--- src/rtl/dss_seq_pkg.sv ---
`timescale 1ns / 1ps

package dss_seq_pkg;

    // angle limit applied to every goal and direct value
    localparam logic [7:0] ANGLE_MAX = 8'd180;

    // item kinds
    localparam logic [2:0] KIND_TICK       = 3'd0;
    localparam logic [2:0] KIND_ARM        = 3'd1;
    localparam logic [2:0] KIND_FIRE_BOTH  = 3'd2;
    localparam logic [2:0] KIND_FIRE_LEFT  = 3'd3;
    localparam logic [2:0] KIND_FIRE_RIGHT = 3'd4;
    localparam logic [2:0] KIND_REST       = 3'd5;
    localparam logic [2:0] KIND_DIRECT     = 3'd6;
    // unused kind, ignored and never flagged
    localparam logic [2:0] KIND_SPARE      = 3'd7;

    // sequence phases
    localparam logic [1:0] PH_IDLE = 2'd0;
    localparam logic [1:0] PH_MOVE = 2'd1;
    localparam logic [1:0] PH_HOLD = 2'd2;
    localparam logic [1:0] PH_BACK = 2'd3;

    // configuration register indexes
    localparam logic [2:0] REG_STEP_SIZE   = 3'd0;
    localparam logic [2:0] REG_HOLD_TICKS  = 3'd1;
    localparam logic [2:0] REG_LEFT_REST   = 3'd2;
    localparam logic [2:0] REG_RIGHT_REST  = 3'd3;
    localparam logic [2:0] REG_LEFT_ARMED  = 3'd4;
    localparam logic [2:0] REG_RIGHT_ARMED = 3'd5;
    localparam logic [2:0] REG_LEFT_FIRED  = 3'd6;
    localparam logic [2:0] REG_RIGHT_FIRED = 3'd7;

    // reset values
    localparam logic [7:0]  RST_STEP_SIZE  = 8'd1;
    localparam logic [15:0] RST_HOLD_TICKS = 16'd10;
    localparam logic [7:0]  RST_ANGLE      = 8'd90;

    typedef struct packed {
        logic [7:0]  lpos;
        logic [7:0]  rpos;
        logic [7:0]  lgoal;
        logic [7:0]  rgoal;
        logic [1:0]  phase;
        logic [15:0] hold_cnt;
        logic        ret_after;
    } t_seq;

    function automatic logic [7:0] clamp_angle(input logic [7:0] a);
        return (a > ANGLE_MAX) ? ANGLE_MAX : a;
    endfunction

    // one slew step toward the goal, landing exactly on it
    function automatic logic [7:0] step_toward(input logic [7:0] pos,
                                               input logic [7:0] goal,
                                               input logic [7:0] step);
        logic [7:0] res;
        res = pos;
        if (pos < goal) begin
            res = ((goal - pos) > step) ? pos + step : goal;
        end else if (pos > goal) begin
            res = ((pos - goal) > step) ? pos - step : goal;
        end
        return res;
    endfunction

    // head back to rest, or go idle if already there
    function automatic t_seq begin_return(input t_seq st,
                                          input logic [7:0] lrest,
                                          input logic [7:0] rrest);
        t_seq s;
        s       = st;
        s.lgoal = clamp_angle(lrest);
        s.rgoal = clamp_angle(rrest);
        s.phase = (s.lpos == s.lgoal && s.rpos == s.rgoal) ? PH_IDLE : PH_BACK;
        return s;
    endfunction

    // both angles reached their goals
    function automatic t_seq arrive(input t_seq st,
                                    input logic [15:0] hold,
                                    input logic [7:0] lrest,
                                    input logic [7:0] rrest);
        t_seq s;
        s = st;
        if (st.phase == PH_MOVE && st.ret_after) begin
            s.ret_after = 1'b0;
            if (hold == 16'd0) begin
                s = begin_return(s, lrest, rrest);
            end else begin
                s.phase    = PH_HOLD;
                s.hold_cnt = hold;
            end
        end else begin
            s.ret_after = 1'b0;
            s.phase     = PH_IDLE;
        end
        return s;
    endfunction

    // load new goals and start moving
    function automatic t_seq start_move(input t_seq st,
                                        input logic [7:0] lg,
                                        input logic [7:0] rg,
                                        input logic fire,
                                        input logic [15:0] hold,
                                        input logic [7:0] lrest,
                                        input logic [7:0] rrest);
        t_seq s;
        s           = st;
        s.lgoal     = clamp_angle(lg);
        s.rgoal     = clamp_angle(rg);
        s.ret_after = fire;
        s.phase     = PH_MOVE;
        if (s.lpos == s.lgoal && s.rpos == s.rgoal) begin
            s = arrive(s, hold, lrest, rrest);
        end
        return s;
    endfunction

endpackage

--- src/rtl/dual_servo_slew_sequencer_core.sv ---
`timescale 1ns / 1ps

// channel   direction  beat contents
// ------    ---------  ----------------------------------------------
// in        sink       i_kind, i_left_value, i_right_value
// out       source     o_left_angle, o_right_angle, o_phase, o_rejected
// cfg       sink       i_cfg_index, i_cfg_data (always ready)
//
// one input beat per cycle while in is ready; its result is registered and shows in the next cycle
// every beat is handled by combinational compare and add logic on the state
// the result register holds while the out channel stalls; in is ready whenever
// that register is empty or being drained in the same cycle
// synchronous active-low reset restores the default registers, angles 90, idle

module dual_servo_slew_sequencer_core (
    input  logic        i_clk,
    input  logic        i_rst_n,
    // input beats
    input  logic        i_valid,
    output logic        o_ready,
    input  logic [2:0]  i_kind,
    input  logic [7:0]  i_left_value,
    input  logic [7:0]  i_right_value,
    // result beats
    output logic        o_valid,
    input  logic        i_ready,
    output logic [7:0]  o_left_angle,
    output logic [7:0]  o_right_angle,
    output logic [1:0]  o_phase,
    output logic        o_rejected,
    // configuration writes
    input  logic        i_cfg_valid,
    output logic        o_cfg_ready,
    input  logic [2:0]  i_cfg_index,
    input  logic [15:0] i_cfg_data
);

    // configuration registers
    logic [7:0]  r_step_size;
    logic [15:0] r_hold_ticks;
    logic [7:0]  r_left_rest;
    logic [7:0]  r_right_rest;
    logic [7:0]  r_left_armed;
    logic [7:0]  r_right_armed;
    logic [7:0]  r_left_fired;
    logic [7:0]  r_right_fired;

    // sequencer state
    dss_seq_pkg::t_seq r_st;
    dss_seq_pkg::t_seq n_st;
    logic              n_rej;

    // result register
    logic       r_out_valid;
    logic [7:0] r_left_angle;
    logic [7:0] r_right_angle;
    logic [1:0] r_phase;
    logic       r_rejected;

    logic       in_fire;
    logic [7:0] step_eff;
    logic [7:0] left_step;
    logic [7:0] right_step;

    assign o_ready     = !r_out_valid || i_ready;
    assign in_fire     = i_valid && o_ready;
    assign o_cfg_ready = 1'b1;

    assign o_valid       = r_out_valid;
    assign o_left_angle  = r_left_angle;
    assign o_right_angle = r_right_angle;
    assign o_phase       = r_phase;
    assign o_rejected    = r_rejected;

    // slew step, zero treated as one
    assign step_eff   = (r_step_size == 8'd0) ? 8'd1 : r_step_size;
    assign left_step  = dss_seq_pkg::step_toward(r_st.lpos, r_st.lgoal, step_eff);
    assign right_step = dss_seq_pkg::step_toward(r_st.rpos, r_st.rgoal, step_eff);

    // next state for the beat being taken
    always_comb begin
        n_st  = r_st;
        n_rej = 1'b0;
        if (i_kind == dss_seq_pkg::KIND_TICK) begin
            if (r_st.phase == dss_seq_pkg::PH_MOVE || r_st.phase == dss_seq_pkg::PH_BACK) begin
                n_st.lpos = left_step;
                n_st.rpos = right_step;
                if (left_step == r_st.lgoal && right_step == r_st.rgoal) begin
                    n_st = dss_seq_pkg::arrive(n_st, r_hold_ticks, r_left_rest, r_right_rest);
                end
            end else if (r_st.phase == dss_seq_pkg::PH_HOLD) begin
                if (r_st.hold_cnt <= 16'd1) begin
                    n_st.hold_cnt = 16'd0;
                    n_st = dss_seq_pkg::begin_return(n_st, r_left_rest, r_right_rest);
                end else begin
                    n_st.hold_cnt = r_st.hold_cnt - 16'd1;
                end
            end
        end else if (i_kind != dss_seq_pkg::KIND_SPARE) begin
            if (r_st.phase != dss_seq_pkg::PH_IDLE) begin
                n_rej = 1'b1;
            end else begin
                case (i_kind)
                    dss_seq_pkg::KIND_ARM: begin
                        n_st = dss_seq_pkg::start_move(r_st, r_left_armed, r_right_armed,
                            1'b0, r_hold_ticks, r_left_rest, r_right_rest);
                    end
                    dss_seq_pkg::KIND_FIRE_BOTH: begin
                        n_st = dss_seq_pkg::start_move(r_st, r_left_fired, r_right_fired,
                            1'b1, r_hold_ticks, r_left_rest, r_right_rest);
                    end
                    dss_seq_pkg::KIND_FIRE_LEFT: begin
                        n_st = dss_seq_pkg::start_move(r_st, r_left_fired, r_st.rpos,
                            1'b1, r_hold_ticks, r_left_rest, r_right_rest);
                    end
                    dss_seq_pkg::KIND_FIRE_RIGHT: begin
                        n_st = dss_seq_pkg::start_move(r_st, r_st.lpos, r_right_fired,
                            1'b1, r_hold_ticks, r_left_rest, r_right_rest);
                    end
                    dss_seq_pkg::KIND_REST: begin
                        n_st = dss_seq_pkg::start_move(r_st, r_left_rest, r_right_rest,
                            1'b0, r_hold_ticks, r_left_rest, r_right_rest);
                    end
                    dss_seq_pkg::KIND_DIRECT: begin
                        n_st.lpos      = dss_seq_pkg::clamp_angle(i_left_value);
                        n_st.lgoal     = dss_seq_pkg::clamp_angle(i_left_value);
                        n_st.rpos      = dss_seq_pkg::clamp_angle(i_right_value);
                        n_st.rgoal     = dss_seq_pkg::clamp_angle(i_right_value);
                        n_st.ret_after = 1'b0;
                        n_st.phase     = dss_seq_pkg::PH_IDLE;
                    end
                    default: begin
                        n_st = r_st;
                    end
                endcase
            end
        end
    end

    // state and result registers
    always_ff @(posedge i_clk) begin
        if (!i_rst_n) begin
            r_st.lpos      <= dss_seq_pkg::RST_ANGLE;
            r_st.rpos      <= dss_seq_pkg::RST_ANGLE;
            r_st.lgoal     <= dss_seq_pkg::RST_ANGLE;
            r_st.rgoal     <= dss_seq_pkg::RST_ANGLE;
            r_st.phase     <= dss_seq_pkg::PH_IDLE;
            r_st.hold_cnt  <= 16'd0;
            r_st.ret_after <= 1'b0;
            r_out_valid    <= 1'b0;
        end else begin
            if (in_fire) begin
                r_st        <= n_st;
                r_out_valid <= 1'b1;
            end else if (i_ready) begin
                r_out_valid <= 1'b0;
            end
        end
    end

    // result payload
    always_ff @(posedge i_clk) begin
        if (in_fire) begin
            r_left_angle  <= n_st.lpos;
            r_right_angle <= n_st.rpos;
            r_phase       <= n_st.phase;
            r_rejected    <= n_rej;
        end
    end

    // configuration writes
    always_ff @(posedge i_clk) begin
        if (!i_rst_n) begin
            r_step_size   <= dss_seq_pkg::RST_STEP_SIZE;
            r_hold_ticks  <= dss_seq_pkg::RST_HOLD_TICKS;
            r_left_rest   <= dss_seq_pkg::RST_ANGLE;
            r_right_rest  <= dss_seq_pkg::RST_ANGLE;
            r_left_armed  <= dss_seq_pkg::RST_ANGLE;
            r_right_armed <= dss_seq_pkg::RST_ANGLE;
            r_left_fired  <= dss_seq_pkg::RST_ANGLE;
            r_right_fired <= dss_seq_pkg::RST_ANGLE;
        end else if (i_cfg_valid && o_cfg_ready) begin
            case (i_cfg_index)
                dss_seq_pkg::REG_STEP_SIZE:   r_step_size   <= i_cfg_data[7:0];
                dss_seq_pkg::REG_HOLD_TICKS:  r_hold_ticks  <= i_cfg_data;
                dss_seq_pkg::REG_LEFT_REST:   r_left_rest   <= i_cfg_data[7:0];
                dss_seq_pkg::REG_RIGHT_REST:  r_right_rest  <= i_cfg_data[7:0];
                dss_seq_pkg::REG_LEFT_ARMED:  r_left_armed  <= i_cfg_data[7:0];
                dss_seq_pkg::REG_RIGHT_ARMED: r_right_armed <= i_cfg_data[7:0];
                dss_seq_pkg::REG_LEFT_FIRED:  r_left_fired  <= i_cfg_data[7:0];
                dss_seq_pkg::REG_RIGHT_FIRED: r_right_fired <= i_cfg_data[7:0];
                default: r_step_size <= r_step_size;
            endcase
        end
    end

endmodule

--- config.mk ---
export PLATFORM = sky130hd
export DESIGN_NAME = dual_servo_slew_sequencer_core
export DESIGN_NICKNAME = d
export VERILOG_FILES = /design/src/rtl/dss_seq_pkg.sv /design/src/rtl/dual_servo_slew_sequencer_core.sv
export SDC_FILE = /design/constraint.sdc
export NUM_CORES = 1
export LEC_CHECK = 0
export BUFFER_PORTS_ARGS = -buffer_cell sky130_fd_sc_hd__buf_2
export CORE_MARGIN = 2
export CORE_UTILIZATION = 55
export DETAILED_ROUTE_END_ITERATION = 7
export PLACE_DENSITY = 0.81
export SETUP_SLACK_MARGIN = 0.4
export SYNTH_ARGS = -nofsm -noshare
export SYNTH_HDL_FRONTEND = slang
export SYNTH_SLANG_ARGS = --single-unit
--- constraint.sdc ---
create_clock -name i_clk -period 6.7 [get_ports i_clk]
set_clock_uncertainty 0.2 [all_clocks]
set_input_delay 0.67 -clock i_clk [delete_from_list [all_inputs] [get_ports i_clk]]
set_output_delay 0.67 -clock i_clk [all_outputs]
set_load 0.02 [all_outputs]
==> results of run 1 <==
==> flip-flops by register name, summed over array words and instances, names as in the netlist <==
register	count
r_step_size	8
o_rejected	1
r_left_fired	8
r_st	51
o_phase	2
o_right_angle	8
r_hold_ticks	16
r_right_armed	8
r_left_rest	8
o_left_angle	8
r_left_armed	8
o_valid	1
r_right_fired	8
r_right_rest	8
==> power by group <==
| group | switching (uW) | total (uW) | internal, uW |
|---|---|---|---|
| registers | 66.4 | 987 | 921 |
| clock network | 432 | 956 | 524 |
| logic | 1250 | 1980 | 725 |
==> what timing repair did <==
action | CTS | global route
endpoints found under the setup margin | 1 | 36
hold buffers | 0 | 0
gates resized for setup | 1 | 6
cloned | 0 | 0
==> through the flow <==
| stage | util, % | instances |
|---|---|---|
| after global placement | 58.5 | 2135 |
| final | 61.0 | 2167 |
| after floorplan | - | 1832 |
| after CTS | 60.9 | 2167 |
| after global routing | 61.0 | 2167 |
| after detailed placement | 58.5 | 2135 |
==> worst reg2reg max path, stage by stage (launching register included) <==
cell and delay (ns):
dfxtp_1 0.39, inv_1 0.15, ha_1 0.44, inv_1 0.08, o21bai_1 0.21, a21oi_1 0.10, o21bai_1 0.23, a21o_1 0.15
a21oi_1 0.07, xnor2_1 0.14, ha_1 0.32, nand4_1 0.23, nor2_2 0.13, a21oi_2 0.24, nand3_1 0.11, o32a_1 0.40
mux2_1 0.33, or4_1 0.48, or4_4 0.54, o21ai_1 0.19, buf_4 0.31, o21ai_0 0.16, a32o_1 0.29
==> cell usage after synthesis (all sizes together), types with 23 or more instances <==
master  number  area [um2]
nand2      265         995
a21oi      169         861
nor2       137         517
dfxtp      124        2480
o21ai      124         639
clkbuf      92         348
ha          90        1130
inv         84         315
xnor2       69         604
nand3       59         295
nor3        37         185
xor2        32         280
a211oi      29         218
buf         29         150
nand4       29         181
o211ai      27         203
nor2b       26         163
nand2b      24         150
nor4        24         150
a31oi       23         144
==> final timing paths <==
kind / from / endpoint / slack (ns) / cells past startpoint
setup / recovery: r_st[29] / r_st[6] / 0.70 / 22
hold / removal: i_cfg_data[8] / r_hold_ticks[8] / 0.27 / 3
setup reg to reg: r_st[29] / r_st[6] / 0.70 / 22
hold reg to reg: r_st[0] / r_st[0] / 0.27 / 2
==> area by class of cell <==
| type | count | area (um2) |
|---|---|---|
| Tap cell | 319 | 399 |
| Inverter | 85 | 319 |
| Fill cell | 2199 | 9210 |
| Clock inverter | 15 | 148 |
| Sequential cell | 143 | 3060 |
| Timing Repair Buffer | 105 | 631 |
| Multi-Input combinational cell | 1483 | 9420 |
| Clock buffer | 17 | 425 |
==> cell families (layout without fill, tap and decap cells) <==
kind of cell	Yosys count	count (layout)	share of synthesized area (%)
AO/OA/AOI/OAI	592	592	29.4
adder cells (fa/ha/maj)	98	98	9.69
AND/OR/NAND/NOR	683	683	24.4
other	1	1	0.0283
buffers and inverters	206	222	6.16
XOR/XNOR	101	101	6.66
flip-flops	143	143	23.0
multiplexers	8	8	0.622
==> per-layer routing <==
| layer | share of wire [%] | wire (um) | vias up |
|---|---|---|---|
| met5 | 0.031 | 16 | - |
| met4 | 6.2 | 3180 | 2 |
| met3 | 10 | 5160 | 202 |
| met2 | 43 | 22100 | 812 |
| li1 | - | - | 6698 |
| met1 | 40 | 20600 | 6772 |
==> flow_summary.toml, run 1 <==
[status]
status = "complete, no violations"

[logic_synthesis]
syn_avg_cell_area_um2 = 7.25
synthArstFlopShare_pct = 0
ys_warn_count = 0
synth_edf_count = 19
ys_seq_area_share_pct = 23.0
syn_nets = 1973
syn_inst = 1832
synth_cell_types = 94
netlist_area_mm2 = 0.0133
synthFlopType = "dfxtp_1"
synth-seq-cells = 143

[timing]
fin_crit_sh_pct = 89.5
hold_ws_ns = 0.266
setup_viol = 0
rsz0062_at_grt = "false"
hold_viol_final = 0
max-slew-margin-rel_pct = 28.5
finalSetupTns_ns = 0
slew_viol_final = 0
fin_crit_ns = 6.00
fmaxAchievable_mhz = 167
worst_slack_ns = 0.700
worst_pin_slew_ns = 1.07

[worst_setup_path]
cp-start-kind = "register"
critPathBufInv = 3
cp.arrival_ns = 6.13
crit_family = "compound AO/OA/AOI/OAI gates"
crit_path_end_kind = "register"
crit_path_max_fanout = 30
crit_required_ns = 6.83
crit_type = "reg -> reg"
worstPathCellList = "inv_1 > ha_1 > inv_1 > o21bai_1 > a21oi_1 > o21bai_1 > a21o_1 > a21oi_1 > xnor2_1 > ha_1 > nand4_1 > nor2_2 > a21oi_2 > nand3_1 > o32a_1 > mux2_1 > or4_1 > or4_4 > o21ai_1 > buf_4 > o21ai_0 > a32o_1"
critPathMaxStageDelay_ns = 0.54
cpMaxStageDelayCell = "or4_4"

[floorplanning]
die_h_um = 159
fp-row-count = 56
die-area_mm2 = 0.0254
start_util_pct = 56.2
io_pins = 65
core-area_mm2 = 0.0236
fp.dieW_um = 159

[detailed_routing]
ant_nets = 0
viasPerCell = 6.68
wire_per_inst_um = 23.5
drcViolationCount = 0
drt_pass1_iterations = 6
num_vias = 14486
wirelength_um = 51000
drt-initial-drc-count = 1673

[placement]
placed_area_mm2 = 0.0138
gp_congestion = 1.07
hpwl_um = 39100
pre_cts_slack_ns = 0.427
io_buffers = 63

[grt]
use_met3_pct = 7.66
gr-usage-met1_pct = 51.4
grt_max_degree = 71
top_usage_layer = "met2"
grt_overflow = 0
gr-usage-met2_pct = 60.5
grt_antenna_before_repair = 1
grt_pass1_wl_um = 78800
grt_pass1_vias = 13719
grt_use_total_pct = 39.4

[cts]
cts_tree = "yes"
insertion_delay_ns = 0.44
clock_path_buffers = 2
root_buffer = "clkbuf_16"
post-cts-setup-buffer-count = 0
clkTransAtPathRegs_ns = 0.07
numCtsBuffers = 17
h-tree-depth = 4
clock_sinks = 143

[layout]
layout_commonest_cell = "nand2_1"
antennaDiodeCount = 0
final_cell_mix = "264 x nand2_1, 167 x a21oi_1, 135 x nor2_1, 122 x dfxtp_1, 112 x o21ai_0"
syn2layout_area_growth_pct = 8.47
drive_above_1_share_pct = 9.52
fin_nets = 1976
design_area_mm2 = 0.0144

[power_and_ir_drop]
ir_drop_v = 0.000157
power.total_uw = 3920
p_leak_uw = 0.00558
powerDensity_mw_per_mm2 = 272

[worst_hold_path]
hp-class = "in -> reg"

[run]
maxCapViolCount = 0
Note: power is estimated with default switching activity, not from simulation.
==> inputs of run 2 (changes only) <==
==> constraint.sdc (replaced) <==
create_clock -name i_clk -period 6.7 [get_ports i_clk]
set_clock_uncertainty 0.2 [all_clocks]
set_input_delay 1.675 -clock i_clk [delete_from_list [all_inputs] [get_ports i_clk]]
set_output_delay 1.675 -clock i_clk [all_outputs]
set_load 0.02 [all_outputs]
==> run 2 against run 1 <==
- the run now ends with design-rule violations left
- critical path depth increased by 1
- sequential power barely moved
- non-clock buffer count rose by 2
- maximum frequency up 0.70%
- clock power fell by 0.9%
- via count up 0.68%
- cell count is essentially flat
- core utilization is 0.14 points higher
- critical path type unchanged
- critical endpoint is now r_st[8]
- largest cell class unchanged
==> flow_summary.toml, run 2 (synthesized netlist as in run 1, its figures left out) <==
[timing]
setup_viol = 0
fmaxAchievable_mhz = 168
worst_pin_slew_ns = 1.02
finalSetupTns_ns = 0
fin_crit_ns = 5.96
slew_viol_final = 0
fin_crit_sh_pct = 88.9
worst_slack_ns = 0.742
rsz0062_at_grt = "false"
hold_ws_ns = 0.280
hold_viol_final = 0
max-slew-margin-rel_pct = 31.6

[floorplanning]
die-area_mm2 = 0.0254
fp.dieW_um = 159
die_h_um = 159
core-area_mm2 = 0.0236
fp-row-count = 56
io_pins = 65
start_util_pct = 56.2

[layout]
register_area_mm2 = 0.00306
drive_above_1_share_pct = 9.68
antennaDiodeCount = 0
final_cell_mix = "265 x nand2_1, 167 x a21oi_1, 135 x nor2_1, 122 x dfxtp_1, 112 x o21ai_0"
nFillCells = 2223
layout_commonest_cell = "nand2_1"
largest_register_ffs = 51
layout.core_utilization_pct = 61.1
top_register = "r_st"
fin_nets = 1978
syn2layout_area_growth_pct = 8.72
multi_input_area_mm2 = 0.00943
reg_top3 = "r_st x51, r_hold_ticks x16"

[worst_setup_path]
r2r-start = "r_st[29]"
r2r-end = "r_st[8]"
crit_path_max_fanout = 30
reg2reg_slack_ns = 0.74
cp-start-kind = "register"
crit_path_end_kind = "register"
crit_type = "reg -> reg"
r2r_cells = 23
cp.arrival_ns = 6.08
crit_required_ns = 6.82

[cts]
insertion_delay_ns = 0.43
numCtsBuffers = 17
h-tree-depth = 4
clkTransAtPathRegs_ns = 0.07
clock_path_buffers = 2
cts_tree = "yes"
clock_sinks = 143
root_buffer = "clkbuf_16"

[power_and_ir_drop]
power_switching_share_pct = 44.8
seqPwrFrac_pct = 25.1
p_switching_uw = 1760
p_comb_share_pct = 50.8
power.total_uw = 3930
p_leak_uw = 0.00559
internal_power_uw = 2170
powerDensity_mw_per_mm2 = 272
clkPwrFrac_pct = 24.1
ir_drop_v = 0.000205

[grt]
grt_max_degree = 71
grt_pass1_vias = 13502
grt_use_total_pct = 39.0
grt_overflow = 0
grt_pass1_wl_um = 78100
grt_antenna_before_repair = 1

[detailed_routing]
num_vias = 14585
wire_per_inst_um = 23.6
drt_pass1_iterations = 8
drcViolationCount = 1
viasPerCell = 6.72
drt-initial-drc-count = 1854
wirelength_um = 51100
ant_nets = 0

[worst_hold_path]
min_delay_worst_endpoint = "r_hold_ticks[7]"
hp-class = "reg -> reg"
hp-start = "r_hold_ticks[7]"
hold_path_depth = 2

[placement]
hpwl_um = 39200
gp_congestion = 1.07
io_buffers = 63
pre_cts_slack_ns = 0.461

[run]
maxCapViolCount = 0

[status]
status = "finished with violations"
violations = "design-rule violations"
-- run 2: changes by cell type in the layout (fill, tap and decap cells not counted), sizes merged --
cell / previous run / this run
buf: 105 / 107
bufinv: 1 / 0
clkinvlp: 1 / 3
clkbuf: 17 / 19
clkinv: 3 / 0
-- run 2: worst max path at each step --
| stage | from | to | slack [ns] | depth (start not counted) |
|---|---|---|---|---|
| finish | r_st[29] | r_st[8] | 0.74 | 23 |
| global route | r_st[20] | r_st[32] | 0.43 | 23 |
| CTS | r_st[20] | r_st[34] | 0.43 | 24 |
| detailed placement | r_st[20] | r_st[34] | 0.46 | 24 |
| global placement | r_st[20] | r_st[34] | 0.57 | 24 |
| floorplan | r_st[21] | r_st[20] | 1.19 | 28 |
-- run 2: metal layers --
layer | vias to the layer above | global-route usage, % | wire (um)
li1 | 6700 | - | -
met1 | 6797 | 51.0 | 20500
met2 | 897 | 61.9 | 22500
met3 | 191 | 6.85 | 5220
met4 | 0 | 19.9 | 2860
met5 | - | 0 | 0
-- run 2: final cells by class --
cell class / instances / area share (%)
clock buffers: 19 / 3.22
well taps: 319 / 2.77
multi-input cells: 1483 / 65.4
inverters: 85 / 2.21
flip-flops and latches: 143 / 21.2
clock inverters: 13 / 0.798
repair buffers: 107 / 4.47
-- run 2: critical path, cell delays in order (launching register included) --
cell      delay (ns)
dfxtp_1         0.41
inv_1           0.16
ha_2            0.42
inv_1           0.07
o21bai_1        0.19
a21oi_1         0.10
o21bai_1        0.22
a21o_1          0.15
a21oi_1         0.07
xnor2_1         0.14
ha_1            0.32
nand4_1         0.17
buf_4           0.18
nor2_4          0.06
a21oi_2         0.22
nand3_1         0.11
o32a_1          0.39
mux2_1          0.33
or4_1           0.48
or4_4           0.53
o21ai_1         0.19
buf_4           0.31
nand2_1         0.14
a32o_1          0.28
-- run 2: power by group through the flow --
stage	logic [uW]	clock network [uW]	registers (uW)
after floorplan	1370	0	992
after global placement	1890	0	1000
after detailed placement	1910	0	1000
after CTS	1920	947	983
after global routing	2150	976	992
final	2000	947	988
-- run 2: repair_timing --
action                     CTS  global route
hold endpoints to repair     0             0
setup buffers                0             1
hold buffers                 0             0
setup endpoints to repair    0            36
gates resized for setup      0             9
-- run 2: stage by stage --
step / std cells / cell area, um2
after floorplan: 1832 / 13300
after global placement: 2136 / 13800
after detailed placement: 2136 / 13800
after CTS: 2168 / 14400
after global routing: 2169 / 14400
final: 2169 / 14400
